<file path="src/ppnm_pkg.sv">
// shared types, character codes and result codes for the plain netpbm decoder
package ppnm_pkg;

    localparam int DEF_MAX_DIM    = 4096;
    localparam int DEF_MAX_SAMPLE = 65535;

    localparam int TOKEN_W          = 17;
    localparam logic [TOKEN_W-1:0] TOKEN_CAP = 17'h1FFFF;
    localparam int QUO_W            = 8;
    localparam int DIV_STEPS        = QUO_W;
    localparam int DIV_CNT_W        = $clog2(DIV_STEPS);

    localparam logic [7:0] CH_TAB   = 8'h09;
    localparam logic [7:0] CH_LF    = 8'h0A;
    localparam logic [7:0] CH_CR    = 8'h0D;
    localparam logic [7:0] CH_SPACE = 8'h20;
    localparam logic [7:0] CH_HASH  = 8'h23;
    localparam logic [7:0] CH_ZERO  = 8'h30;
    localparam logic [7:0] CH_ONE   = 8'h31;
    localparam logic [7:0] CH_THREE = 8'h33;
    localparam logic [7:0] CH_NINE  = 8'h39;
    localparam logic [7:0] CH_P     = 8'h50;

    localparam logic [7:0] SAMPLE_FULL = 8'd255;

    localparam logic [1:0] FMT_NONE = 2'd0;
    localparam logic [1:0] FMT_PBM  = 2'd1;
    localparam logic [1:0] FMT_PPM  = 2'd3;

    localparam logic [2:0] ST_OK        = 3'd0;
    localparam logic [2:0] ST_BAD_MAGIC = 3'd1;
    localparam logic [2:0] ST_BAD_CHAR  = 3'd2;
    localparam logic [2:0] ST_BAD_VALUE = 3'd3;
    localparam logic [2:0] ST_TRUNC     = 3'd4;

    typedef enum logic [2:0] {
        PH_MAGIC0,
        PH_MAGIC1,
        PH_WIDTH,
        PH_HEIGHT,
        PH_MAXVAL,
        PH_PIXELS,
        PH_DONE,
        PH_FAULT
    } phase_t;

    typedef enum logic [1:0] {
        S_IDLE,
        S_TAIL,
        S_DIV,
        S_PUT
    } ctrl_state_t;

    typedef enum logic [2:0] {
        OP_MOVE,
        OP_BYTE,
        OP_FLUSH,
        OP_DIV,
        OP_PUT,
        OP_FINAL
    } dp_op_t;

    typedef struct packed {
        dp_op_t op;
    } dp_cmd_t;

    typedef struct packed {
        logic pend_valid;
        logic div_start;
        logic div_last;
        logic flush_need;
    } dp_stat_t;

    typedef struct packed {
        logic [7:0] data_byte;
        logic       last_byte;
    } in_item_t;

    typedef struct packed {
        logic [7:0] red;
        logic [7:0] green;
        logic [7:0] blue;
        logic [2:0] status;
        logic       last_pixel;
    } out_item_t;

endpackage

</file>
<file path="src/plain_pnm_pixel_decoder_unit.sv">
// top level of the plain netpbm pixel decoder
//
//  channel  | ports                         | moves
//  ---------+-------------------------------+-------------------------------
//  input    | s_valid s_ready s_payload     | one file byte and end flag
//  result   | m_valid m_ready m_payload     | one rgb pixel or status code
//
// a byte is taken in the idle state and closed in the tail state; a result
// waits in the pending register and moves to the output register when that is free;
// a last byte that ends an open token also needs a flush, and a sample token passes
// through the eight-step restoring divider that forms v*255/maxval, then pixel assembly
// reset is synchronous, no clearing pass
// a result in the output register blocks input only once a second is pending behind it
module plain_pnm_pixel_decoder_unit
    import ppnm_pkg::*;
#(
    parameter int MAX_DIM    = DEF_MAX_DIM,
    parameter int MAX_SAMPLE = DEF_MAX_SAMPLE
) (
    input  logic      aclk,
    input  logic      aresetn,
    input  logic      s_valid,
    output logic      s_ready,
    input  in_item_t  s_payload,
    output logic      m_valid,
    input  logic      m_ready,
    output out_item_t m_payload
);

    dp_cmd_t  cmd;
    dp_stat_t stat;

    ppnm_ctrl u_ctrl (
        .aclk    (aclk),
        .aresetn (aresetn),
        .s_valid (s_valid),
        .s_ready (s_ready),
        .stat    (stat),
        .cmd     (cmd)
    );

    ppnm_dpath #(
        .MAX_DIM    (MAX_DIM),
        .MAX_SAMPLE (MAX_SAMPLE)
    ) u_dpath (
        .aclk      (aclk),
        .aresetn   (aresetn),
        .cmd       (cmd),
        .s_payload (s_payload),
        .m_ready   (m_ready),
        .stat      (stat),
        .m_valid   (m_valid),
        .m_payload (m_payload)
    );

    // error and truncation results always close the image
    a_err_is_last: assert property (@(posedge aclk) disable iff (!aresetn)
        m_valid && (m_payload.status != ST_OK) |-> m_payload.last_pixel)
        else $error("error result without last_pixel");

    // error results carry zero samples
    a_err_zero: assert property (@(posedge aclk) disable iff (!aresetn)
        m_valid && (m_payload.status != ST_OK) |->
        (m_payload.red == 8'd0) && (m_payload.green == 8'd0) && (m_payload.blue == 8'd0))
        else $error("error result with nonzero samples");

    a_status_range: assert property (@(posedge aclk) disable iff (!aresetn)
        m_valid |-> (m_payload.status <= ST_TRUNC))
        else $error("status code out of range");

    // after an accepted byte the block leaves the idle state and drops s_ready
    a_busy_after_accept: assert property (@(posedge aclk) disable iff (!aresetn)
        s_valid && s_ready |=> !s_ready)
        else $error("transaction accepted back to back");

    // no transaction is taken while a result is still pending behind the output
    a_no_accept_pending: assert property (@(posedge aclk) disable iff (!aresetn)
        stat.pend_valid |-> !s_ready)
        else $error("transaction accepted with pending result");

endmodule

</file>
<file path="src/ppnm_ctrl.sv">
// sequencing state machine: byte, optional divide and flush, end of transaction
module ppnm_ctrl
    import ppnm_pkg::*;
(
    input  logic     aclk,
    input  logic     aresetn,
    input  logic     s_valid,
    output logic     s_ready,
    input  dp_stat_t stat,
    output dp_cmd_t  cmd
);

    ctrl_state_t state_reg, state_next;

    always_ff @(posedge aclk) begin
        if (!aresetn) begin
            state_reg <= S_IDLE;
        end else begin
            state_reg <= state_next;
        end
    end

    always_comb begin
        state_next = state_reg;
        case (state_reg)
            S_IDLE: begin
                if (s_valid && !stat.pend_valid) begin
                    state_next = stat.div_start ? S_DIV : S_TAIL;
                end
            end
            S_TAIL: begin
                if (stat.flush_need) begin
                    state_next = stat.div_start ? S_DIV : S_TAIL;
                end else begin
                    state_next = S_IDLE;
                end
            end
            S_DIV: begin
                if (stat.div_last) begin
                    state_next = S_PUT;
                end
            end
            S_PUT: begin
                state_next = S_TAIL;
            end
            default: begin
                state_next = S_IDLE;
            end
        endcase
    end

    always_comb begin
        s_ready = 1'b0;
        cmd.op  = OP_MOVE;
        case (state_reg)
            S_IDLE: begin
                s_ready = !stat.pend_valid;
                cmd.op  = (s_valid && !stat.pend_valid) ? OP_BYTE : OP_MOVE;
            end
            S_TAIL: begin
                cmd.op = stat.flush_need ? OP_FLUSH : OP_FINAL;
            end
            S_DIV: begin
                cmd.op = OP_DIV;
            end
            S_PUT: begin
                cmd.op = OP_PUT;
            end
            default: begin
                cmd.op = OP_MOVE;
            end
        endcase
    end

endmodule

</file>
<file path="src/ppnm_dpath.sv">
// parser state, token accumulator, sample divider, pending and output result registers
module ppnm_dpath
    import ppnm_pkg::*;
#(
    parameter int MAX_DIM    = DEF_MAX_DIM,
    parameter int MAX_SAMPLE = DEF_MAX_SAMPLE
) (
    input  logic      aclk,
    input  logic      aresetn,
    input  dp_cmd_t   cmd,
    input  in_item_t  s_payload,
    input  logic      m_ready,
    output dp_stat_t  stat,
    output logic      m_valid,
    output out_item_t m_payload
);

    localparam int DW = $clog2(MAX_DIM + 1);
    localparam int PW = $clog2(MAX_DIM * MAX_DIM + 1);
    localparam int SW = $clog2(MAX_SAMPLE + 1);

    // parse state
    phase_t              phase_reg, phase_next;
    logic [1:0]          fmt_reg, fmt_next;
    logic                in_comment_reg, in_comment_next;
    logic [TOKEN_W-1:0]  token_reg, token_next;
    logic                token_active_reg, token_active_next;
    logic [DW-1:0]       width_reg, width_next;
    logic [SW-1:0]       max_sample_reg, max_sample_next;
    logic [PW-1:0]       pixels_left_reg, pixels_left_next;
    logic [1:0]          chan_reg, chan_next;
    logic [7:0]          held_red_reg, held_red_next;
    logic [7:0]          held_green_reg, held_green_next;
    logic                last_reg, last_next;

    // divider
    logic [SW-1:0]        rem_reg, rem_next;
    logic [QUO_W-1:0]     quo_reg, quo_next;
    logic [DIV_CNT_W-1:0] div_cnt_reg, div_cnt_next;

    // results
    logic       pend_valid_reg, pend_valid_next;
    out_item_t  pend_reg, pend_next;
    logic       m_valid_reg, m_valid_next;
    out_item_t  out_reg, out_next;

    // working signals
    logic [7:0]         b;
    logic               is_digit, is_ws;
    logic               tok_fin, smp_fire, flt, div_start;
    logic [7:0]         smp_val;
    logic [2:0]         flt_code;
    logic [20:0]        tok_ext, tok_sum;
    logic [2*DW-1:0]    area;
    logic [SW-1:0]      tok_s;
    logic [SW+7:0]      scaled;
    logic [SW:0]        trial;
    logic               quo_bit;
    logic [PW-1:0]      left_dec;
    logic               out_free;

    assign b        = s_payload.data_byte;
    assign is_digit = (b >= CH_ZERO) && (b <= CH_NINE);
    assign is_ws    = (b == CH_SPACE) || ((b >= CH_TAB) && (b <= CH_CR));
    assign tok_ext  = 21'(token_reg);
    assign tok_sum  = (tok_ext << 3) + (tok_ext << 1) + 21'(b[3:0]);
    assign area     = width_reg * DW'(token_reg);
    assign tok_s    = SW'(token_reg);
    // v * 255 as a shift and a subtract
    assign scaled   = {tok_s, 8'd0} - (SW+8)'(tok_s);
    assign trial    = {rem_reg, quo_reg[QUO_W-1]};
    assign out_free = !m_valid_reg || m_ready;

    always_comb begin
        phase_next        = phase_reg;
        fmt_next          = fmt_reg;
        in_comment_next   = in_comment_reg;
        token_next        = token_reg;
        token_active_next = token_active_reg;
        width_next        = width_reg;
        max_sample_next   = max_sample_reg;
        pixels_left_next  = pixels_left_reg;
        chan_next         = chan_reg;
        held_red_next     = held_red_reg;
        held_green_next   = held_green_reg;
        last_next         = last_reg;
        rem_next          = rem_reg;
        quo_next          = quo_reg;
        div_cnt_next      = div_cnt_reg;
        pend_valid_next   = pend_valid_reg;
        pend_next         = pend_reg;
        m_valid_next      = m_valid_reg;
        out_next          = out_reg;
        tok_fin           = 1'b0;
        smp_fire          = 1'b0;
        smp_val           = 8'd0;
        flt               = 1'b0;
        flt_code          = ST_OK;
        div_start         = 1'b0;
        quo_bit           = 1'b0;
        left_dec          = pixels_left_reg;

        if (m_valid_reg && m_ready) begin
            m_valid_next = 1'b0;
        end

        case (cmd.op)
            OP_MOVE: begin
                if (pend_valid_reg && out_free) begin
                    out_next        = pend_reg;
                    m_valid_next    = 1'b1;
                    pend_valid_next = 1'b0;
                end
            end
            OP_BYTE: begin
                last_next       = s_payload.last_byte;
                pend_valid_next = 1'b0;
                case (phase_reg)
                    PH_MAGIC0: begin
                        if (b == CH_P) begin
                            phase_next = PH_MAGIC1;
                        end else begin
                            flt      = 1'b1;
                            flt_code = ST_BAD_MAGIC;
                        end
                    end
                    PH_MAGIC1: begin
                        if ((b >= CH_ONE) && (b <= CH_THREE)) begin
                            fmt_next   = 2'(b - CH_ZERO);
                            phase_next = PH_WIDTH;
                        end else begin
                            flt      = 1'b1;
                            flt_code = ST_BAD_MAGIC;
                        end
                    end
                    PH_WIDTH, PH_HEIGHT, PH_MAXVAL, PH_PIXELS: begin
                        if (in_comment_reg) begin
                            if ((b == CH_LF) || (b == CH_CR)) begin
                                in_comment_next = 1'b0;
                            end
                        end else if (is_digit) begin
                            if ((phase_reg == PH_PIXELS) && (fmt_reg == FMT_PBM)) begin
                                if (b > CH_ONE) begin
                                    flt      = 1'b1;
                                    flt_code = ST_BAD_VALUE;
                                end else begin
                                    smp_fire = 1'b1;
                                    smp_val  = (b == CH_ONE) ? SAMPLE_FULL : 8'd0;
                                end
                            end else begin
                                token_next        = (tok_sum > 21'(TOKEN_CAP)) ? TOKEN_CAP
                                                                               : TOKEN_W'(tok_sum);
                                token_active_next = 1'b1;
                            end
                        end else if (is_ws) begin
                            tok_fin = 1'b1;
                        end else if (b == CH_HASH) begin
                            tok_fin         = 1'b1;
                            in_comment_next = 1'b1;
                        end else begin
                            flt      = 1'b1;
                            flt_code = ST_BAD_CHAR;
                        end
                    end
                    default: begin
                    end
                endcase
            end
            OP_FLUSH: begin
                tok_fin = 1'b1;
            end
            OP_DIV: begin
                // restoring step: one quotient bit shifted in at the bottom
                if (trial >= {1'b0, max_sample_reg}) begin
                    quo_bit  = 1'b1;
                    rem_next = SW'(trial - {1'b0, max_sample_reg});
                end else begin
                    rem_next = SW'(trial);
                end
                quo_next     = {quo_reg[QUO_W-2:0], quo_bit};
                div_cnt_next = div_cnt_reg + 1'b1;
            end
            OP_PUT: begin
                smp_fire = 1'b1;
                smp_val  = quo_reg;
            end
            OP_FINAL: begin
                if (last_reg) begin
                    if ((phase_reg != PH_DONE) && (phase_reg != PH_FAULT)) begin
                        pend_valid_next      = 1'b1;
                        pend_next.red        = 8'd0;
                        pend_next.green      = 8'd0;
                        pend_next.blue       = 8'd0;
                        pend_next.status     = ST_TRUNC;
                        pend_next.last_pixel = 1'b1;
                    end
                    // rearm for the next file
                    phase_next        = PH_MAGIC0;
                    fmt_next          = FMT_NONE;
                    in_comment_next   = 1'b0;
                    token_next        = '0;
                    token_active_next = 1'b0;
                    width_next        = '0;
                    max_sample_next   = '0;
                    pixels_left_next  = '0;
                    chan_next         = 2'd0;
                    held_red_next     = 8'd0;
                    held_green_next   = 8'd0;
                    last_next         = 1'b0;
                end
            end
            default: begin
            end
        endcase

        // token completion
        if (tok_fin && token_active_reg) begin
            token_active_next = 1'b0;
            token_next        = '0;
            case (phase_reg)
                PH_WIDTH: begin
                    if ((token_reg == '0) || (token_reg > TOKEN_W'(MAX_DIM))) begin
                        flt      = 1'b1;
                        flt_code = ST_BAD_VALUE;
                    end else begin
                        width_next = DW'(token_reg);
                        phase_next = PH_HEIGHT;
                    end
                end
                PH_HEIGHT: begin
                    if ((token_reg == '0) || (token_reg > TOKEN_W'(MAX_DIM))) begin
                        flt      = 1'b1;
                        flt_code = ST_BAD_VALUE;
                    end else begin
                        pixels_left_next = PW'(area);
                        phase_next       = (fmt_reg == FMT_PBM) ? PH_PIXELS : PH_MAXVAL;
                    end
                end
                PH_MAXVAL: begin
                    if ((token_reg == '0) || (token_reg > TOKEN_W'(MAX_SAMPLE))) begin
                        flt      = 1'b1;
                        flt_code = ST_BAD_VALUE;
                    end else begin
                        max_sample_next = SW'(token_reg);
                        phase_next      = PH_PIXELS;
                    end
                end
                PH_PIXELS: begin
                    if ((token_reg > TOKEN_W'(max_sample_reg)) || (max_sample_reg == '0)) begin
                        flt      = 1'b1;
                        flt_code = ST_BAD_VALUE;
                    end else begin
                        // quotient fits in eight bits, so the top of v*255 is below maxval
                        div_start    = 1'b1;
                        rem_next     = scaled[SW+7:8];
                        quo_next     = scaled[7:0];
                        div_cnt_next = '0;
                    end
                end
                default: begin
                end
            endcase
        end

        // sample to pixel assembly
        if (smp_fire) begin
            if (pixels_left_reg != '0) begin
                left_dec = pixels_left_reg - 1'b1;
            end
            if ((fmt_reg == FMT_PPM) && (chan_reg == 2'd0)) begin
                held_red_next = smp_val;
                chan_next     = 2'd1;
            end else if ((fmt_reg == FMT_PPM) && (chan_reg == 2'd1)) begin
                held_green_next = smp_val;
                chan_next       = 2'd2;
            end else begin
                chan_next            = 2'd0;
                pixels_left_next     = left_dec;
                pend_valid_next      = 1'b1;
                pend_next.red        = (fmt_reg == FMT_PPM) ? held_red_reg : smp_val;
                pend_next.green      = (fmt_reg == FMT_PPM) ? held_green_reg : smp_val;
                pend_next.blue       = smp_val;
                pend_next.status     = ST_OK;
                pend_next.last_pixel = (left_dec == '0);
                if (left_dec == '0) begin
                    phase_next = PH_DONE;
                end
            end
        end

        if (flt) begin
            pend_valid_next      = 1'b1;
            pend_next.red        = 8'd0;
            pend_next.green      = 8'd0;
            pend_next.blue       = 8'd0;
            pend_next.status     = flt_code;
            pend_next.last_pixel = 1'b1;
            phase_next           = PH_FAULT;
        end
    end

    always_ff @(posedge aclk) begin
        if (!aresetn) begin
            phase_reg        <= PH_MAGIC0;
            fmt_reg          <= FMT_NONE;
            in_comment_reg   <= 1'b0;
            token_reg        <= '0;
            token_active_reg <= 1'b0;
            width_reg        <= '0;
            max_sample_reg   <= '0;
            pixels_left_reg  <= '0;
            chan_reg         <= 2'd0;
            held_red_reg     <= 8'd0;
            held_green_reg   <= 8'd0;
            last_reg         <= 1'b0;
            div_cnt_reg      <= '0;
            pend_valid_reg   <= 1'b0;
            m_valid_reg      <= 1'b0;
        end else begin
            phase_reg        <= phase_next;
            fmt_reg          <= fmt_next;
            in_comment_reg   <= in_comment_next;
            token_reg        <= token_next;
            token_active_reg <= token_active_next;
            width_reg        <= width_next;
            max_sample_reg   <= max_sample_next;
            pixels_left_reg  <= pixels_left_next;
            chan_reg         <= chan_next;
            held_red_reg     <= held_red_next;
            held_green_reg   <= held_green_next;
            last_reg         <= last_next;
            div_cnt_reg      <= div_cnt_next;
            pend_valid_reg   <= pend_valid_next;
            m_valid_reg      <= m_valid_next;
        end
    end

    always_ff @(posedge aclk) begin
        rem_reg  <= rem_next;
        quo_reg  <= quo_next;
        pend_reg <= pend_next;
        out_reg  <= out_next;
    end

    assign stat.pend_valid = pend_valid_reg;
    assign stat.div_start  = div_start;
    assign stat.div_last   = (div_cnt_reg == DIV_CNT_W'(DIV_STEPS - 1));
    assign stat.flush_need = last_reg && !pend_valid_reg && token_active_reg &&
                             (phase_reg >= PH_WIDTH) && (phase_reg <= PH_PIXELS);

    assign m_valid   = m_valid_reg;
    assign m_payload = out_reg;

endmodule
</file>
<file path="config.mk">
export PLATFORM = sky130hd
export DESIGN_NAME = plain_pnm_pixel_decoder_unit
export DESIGN_NICKNAME = d
export VERILOG_FILES = /design/src/ppnm_pkg.sv /design/src/plain_pnm_pixel_decoder_unit.sv /design/src/ppnm_ctrl.sv /design/src/ppnm_dpath.sv
export SDC_FILE = /design/constraint.sdc
export NUM_CORES = 1
export LEC_CHECK = 0
export BUFFER_PORTS_ARGS = -buffer_cell sky130_fd_sc_hd__buf_2
export CAP_MARGIN = 25
export CORE_MARGIN = 8
export CORE_UTILIZATION = 55
export CTS_CLUSTER_DIAMETER = 30
export DETAILED_ROUTE_END_ITERATION = 6
export GPL_ROUTABILITY_DRIVEN = 0
export PLACE_DENSITY = 0.79
export SYNTH_ARGS = -nofsm -noshare
export SYNTH_HDL_FRONTEND = slang
export SYNTH_SLANG_ARGS = --single-unit
</file>
<file path="constraint.sdc">
create_clock -name aclk -period 6.4 [get_ports aclk]
set_clock_uncertainty 0.2 [all_clocks]
set_input_delay 1.28 -clock aclk [delete_from_list [all_inputs] [get_ports aclk]]
set_output_delay 1.28 -clock aclk [all_outputs]
set_load 0.02 [all_outputs]
</file>
After elaboration in Yosys (flattened, before gate mapping)
Index checks and enable logic that the tools add are counted.
- flip-flop bits (word level): 184
- input bits: 13
- output and inout port bits: 30
- word-level logic and storage cells: 296
- add/subtract/negate cells: 7
- multipliers: 1
- $lt $le $gt $ge: 14
- equality and inequality tests: 34
- mux-type cells: 168
- bitwise operators: 1
- reduce and logical (&&, ||, !) cells: 43
- operators by type and width (cell ; number):
    $mux W25 ; 10
    $mux W28 ; 6
    $mux W8 ; 21
    $mux W16 ; 10
    $mux W17 ; 6
    $mux W3 ; 26
    $mux W13 ; 5
    $mux W1 ; 52
    $pmux W17 S2 ; 1
    $pmux W3 S3 ; 3
    $mux W2 ; 13
    $logic_not A25 Y1 ; 1
    $mul A13 B13 Y25 ; 1
    $reduce_bool A25 Y1 ; 1
    $sub A25 B1 Y25 const B ; 1
    $eq A8 B6 Y1 const B ; 3
    $sub A24 B16 Y24 ; 1
    $add A20 B18 Y21 ; 1
    $add A21 B4 Y21 ; 1
    $gt A21 B17 Y1 const B ; 1
    $ge A17 B16 Y1 ; 1
    $gt A17 B13 Y1 const B ; 1
    $gt A17 B16 Y1 ; 1
    $gt A17 B16 Y1 const B ; 1
    other kinds (43) ; 100

Longest topological paths before layout
- depth in word-level cells: 17
- gate-level depth with buffers: 22
- mapped depth without buffers: 20

Modules after synthesis
Synthesis repeated with hierarchy kept, for this count alone.
- cell total of the unflattened synthesis: 2168
- area, all modules: 17516.8 sq um
- modules (own cells, without submodules) (module ; times used ; cells each ; area an instance (sq um) ; sequential area each (sq um)):
    ppnm_dpath ; 1 ; 2149 ; 17352.9 ; 3923.8
    ppnm_ctrl ; 1 ; 19 ; 163.9 ; 40.0

Worst setup path before layout
OpenSTA, ideal clock, no wires.
- path type: reg-to-reg
- from: register u_dpath.token_reg[6]
- to: register u_dpath.pixels_left_reg[24]
- data arrival time: 5649 ps
- path slack: 466 ps
- cell stages (with the launch flop): 21
- path buffers: 2
- cells stage by stage: dfxtp_1 > clkbuf_1 > buf_1 > nand2_1 > fa_1 > fa_1 > fa_1 > inv_1 > fa_1 > inv_1 > fa_1 > inv_1 > ha_1 > o21ai_0 > a21oi_1 > a311oi_1 > o21bai_1 > a21boi_0 > o21ai_0 > xnor2_1 > a211oi_1
- longest elaborated chain between the ends: 8
- RTL lines (what ; RTL line ; source):
    start, declared ; ppnm_dpath.sv:26 ; logic [TOKEN_W-1:0] token_reg, token_next;
    start signal, assigned ; ppnm_dpath.sv:323 ; token_reg <= token_next;
    parallel branches: the longest is 2 deep, another holds $mul A13 B13 Y25 ; - ;
    $mux W25 (*) ; ppnm_dpath.sv:231 ; if ((token_reg == '0) || (token_reg > TOKEN_W'(MAX_DIM))) begin
    $mux W25 (*) ; ppnm_dpath.sv:220 ; case (phase_reg)
    $mux W25 (*) ; ppnm_dpath.sv:217 ; if (tok_fin && token_active_reg) begin
    $mux W25 ; ppnm_dpath.sv:273 ; end else if ((fmt_reg == FMT_PPM) && (chan_reg == 2'd1)) begin
    $mux W25 ; ppnm_dpath.sv:270 ; if ((fmt_reg == FMT_PPM) && (chan_reg == 2'd0)) begin
    $mux W25 (*) ; ppnm_dpath.sv:266 ; if (smp_fire) begin
    end signal, assigned ; ppnm_dpath.sv:327 ; pixels_left_reg <= pixels_left_next;
    end, declared ; ppnm_dpath.sv:30 ; logic [PW-1:0] pixels_left_reg, pixels_left_next;
Mark *: on every way between the ends.
A chain may end at the register's enable or synchronous reset.

Final worst setup path
- from: register u_dpath.width_reg[5]
- to: register u_dpath.pixels_left_reg[24]
- longest elaborated chain between the ends: 7
- RTL lines (what ; RTL line ; source):
    start, declared ; ppnm_dpath.sv:28 ; logic [DW-1:0] width_reg, width_next;
    start signal, assigned ; ppnm_dpath.sv:325 ; width_reg <= width_next;
    $mul A13 B13 Y25 (*) ; ppnm_dpath.sv:67 ; assign area = width_reg * DW'(token_reg);
    $mux W25 (*) ; ppnm_dpath.sv:231 ;
    $mux W25 (*) ; ppnm_dpath.sv:220 ;
    $mux W25 (*) ; ppnm_dpath.sv:217 ;
    $mux W25 ; ppnm_dpath.sv:273 ;
    $mux W25 ; ppnm_dpath.sv:270 ;
    $mux W25 (*) ; ppnm_dpath.sv:266 ;
Every way passes the cells marked *; elsewhere a longest branch is shown, timed or not.

==> results by group <==
Clock network
  – H-tree levels: 4
  – CTS Buffer Depth: 2
  – Num CTS Buffers: 17
  – Root Driver: clkbuf_16
  – Clock-pin slew on the worst setup and hold paths: ~0.080 ns
  – Sink Count: between 150 and 200
  – Clock latency on the worst-skew pair: around 0.45 ns
  – Hold_buf cts: 0
  – CTS tree: built

Drt
  – ANT nets after route: 0
  – Initial DRC Count: ~1700
  – Vias per Instance: around 6
  – Final WL: 43900 µm
  – Total number of vias: between 15000 and 20000
  – Routed len/inst: around 18 µm
  – # DRC: 0
  – Total iterations of the first detailed-routing run: 6

Layout
  – Layout area overhead: 7.57%
  – Layout cells sized above 1: around 7.1%
  – Reg area: roughly 4000 µm²
  – Fin nets: ~2300
  – Final Instance Area: between 15000 and 20000 µm²
  – Filler Cell Count: around 2600
  – Multi-input logic area: around 12000 µm²

Logic synthesis
  – Synthesized area per cell: a little over 8 µm²
  – Mapped Nets: 2342
  – Synth area leader: dfxtp_1
  – Most frequent cell after synthesis: inv_1
  – Synth Flop Type: dfxtp_1
  – EDFF count, synth: 28
  – #FFs+latches synth: 184
  – Post-synthesis sequential area ratio: about a quarter
  – Mapped Cells: approximately 2100
  – Commonest cells in the netlist: 238 x inv_1, 228 x nand2_1, 156 x dfxtp_1, 153 x ha_1, 139 x a21oi_1
  – Warnings, synthesis: 0
  – Async SR Flop Fraction: 0%
  – Synth area leaders: dfxtp_1 18%, fa_1 15%, ha_1 11%
  – Cell variety after synth: 80
  – Synthesized area: 16900 µm²
  – Top cell type's share of synthesized area: between 10% and 20%

Placement
  – Detail Placement HPWL: between 30000 and 40000 µm
  – Area after DPL: around 18000 µm²
  – Port bufs: 42
  – Pre-CTS WS: ~0.35 ns

Pwr
  – Cell leakage power: roughly 8.2 nW
  – Max IR drop VDD: 0.000164 V
  – Pwr dens: about 200 nW/µm²

Floorplan
  – Die ar.: around 37000 µm²
  – Die Span Y: between 150 and 200 µm
  – IO Pins: 43
  – Core Region: approximately 30000 µm²
  – FP Rows: 64
  – Starting Density: approximately 56%
  – Die Wd: roughly 190 µm

Global route
  – GRT Residual Overflow: 0
  – Initial antenna violation count: 1
  – Pin count of the biggest net entering global routing: 54
  – Number of global-route vias before repair: ~15000
  – Global-route wire length before repair: ~73000 µm
  – Total track usage: 24.3%

STA
  – Unrepaired setup endpoints after global routing: false
  – Period utilization: 93.2%
  – Pins Over Slew Limit: 0
  – Rel. slew slack: approximately two fifths
  – Max frequency: roughly 0.17 GHz
  – Setup violators final: 0
  – Final Critical Period: roughly 6.0 ns
  – Final Hold Fails: 0
  – Final setup TNS: 0 ns
  – Actual slew at the worst max-slew pin: 0.899 ns
  – Final worst setup slack: ~0.44 ns

Critical path
  – CP Class: reg2reg
  – Crit. End Element: flip-flop
  – Crit-path max FO: 14
  – Worst EP required: approximately 6.6 ns
  – Worst Path Arrival: about 6.1 ns
  – CP Launch Type: flip-flop

Flow run
  – Max Cap Violations: 0

Status
  – Outcome: complete, no violations

Worst hold path
  – Hold/Removal Path Class: reg2reg
[report_power, final]
group,switching (mW),internal [mW]
clock network,0.520,0.601
registers,0.0819,1.28
logic,0.683,0.419
[cell type report]
class | instances | share of cell area, %
multi-input cells | 1523 | 64.1
flip-flops and latches | 184 | 21.8
inverters | 239 | 4.93
repair buffers | 85 | 2.98
well taps | 396 | 2.72
clock buffers | 18 | 2.36
clock inverters | 14 | 1.11
diodes | 1 | 0.0138
[cells by family (layout without fill, tap and decap cells)]
kind of cell	after synthesis	in the layout	share of synthesized area (%)
multiplexers	11	11	0.666
AO/OA/AOI/OAI	454	454	17.6
AND/OR/NAND/NOR	705	705	20.6
flip-flops	184	184	23.4
other	0	1	0
buffers and inverters	346	356	7.80
adder cells (fa/ha/maj)	277	277	25.9
XOR/XNOR	76	76	3.94
[through the flow]
step           hold WS [ns]  std cells  utilization, %  power, mW
6_report              0.233       2460            59.8       3.58
3_5_place_dp          0.216       2427            57.7       2.45
3_3_place_gp          0.214       2423            57.6       2.43
5_1_grt               0.241       2460            59.8       3.74
4_1_cts               0.235       2459            59.8       3.56
2_1_floorplan         0.203       2053               -       2.15
[per-layer routing]
metal	wire length, µm	global-route usage, %	up-vias
met2	21400	41.3	671
li1	-	-	7057
met5	0	0	-
met4	1200	9.35	0
met3	3460	3.99	103
met1	17800	30.5	7320
[worst paths after layout]
check,startpoint,endpoint,slack (ns),cells past startpoint
setup / recovery,u_dpath.width_reg[5],u_dpath.pixels_left_reg[24],0.44,19
setup reg to reg,u_dpath.width_reg[5],u_dpath.pixels_left_reg[24],0.44,19
hold reg to reg,u_dpath.pend_reg[26],u_dpath.m_payload[26],0.23,0
hold / removal,u_dpath.pend_reg[26],u_dpath.m_payload[26],0.23,0
[layout by cell type, fill, tap and decap left out, types with 48 or more instances in the layout]
| cell | count |
|---|---|
| a21oi_1 | 139 |
| and2_1 | 84 |
| dfxtp_1 | 156 |
| fa_1 | 123 |
| ha_1 | 153 |
| inv_1 | 237 |
| nand2_1 | 227 |
| nand3_1 | 78 |
| nor2_1 | 123 |
| nor3_1 | 48 |
| o21ai_0 | 84 |
| xnor2_1 | 55 |
[what timing repair did]
item | in CTS | in global routing
hold endpoints to repair | 0 | 0
endpoints found under the setup margin | 0 | 4
setup buffers | 0 | 0
gates resized for setup | 0 | 1
[worst max-delay path, cell delays in order, from the launching register on]
cell       delay, ns
dfxtp_1         0.46
and2_1          0.26
fa_1            0.54
inv_1           0.05
fa_1            0.52
inv_1           0.05
fa_1            0.50
inv_1           0.05
fa_1            0.46
fa_1            0.54
inv_1           0.04
ha_1            0.35
nand3_1         0.11
o2111ai_1       0.26
a311oi_2        0.47
o21bai_1        0.11
a21boi_0        0.34
o21ai_0         0.19
xnor2_1         0.16
a211oi_1        0.22
(Power assumes the default switching activity.)
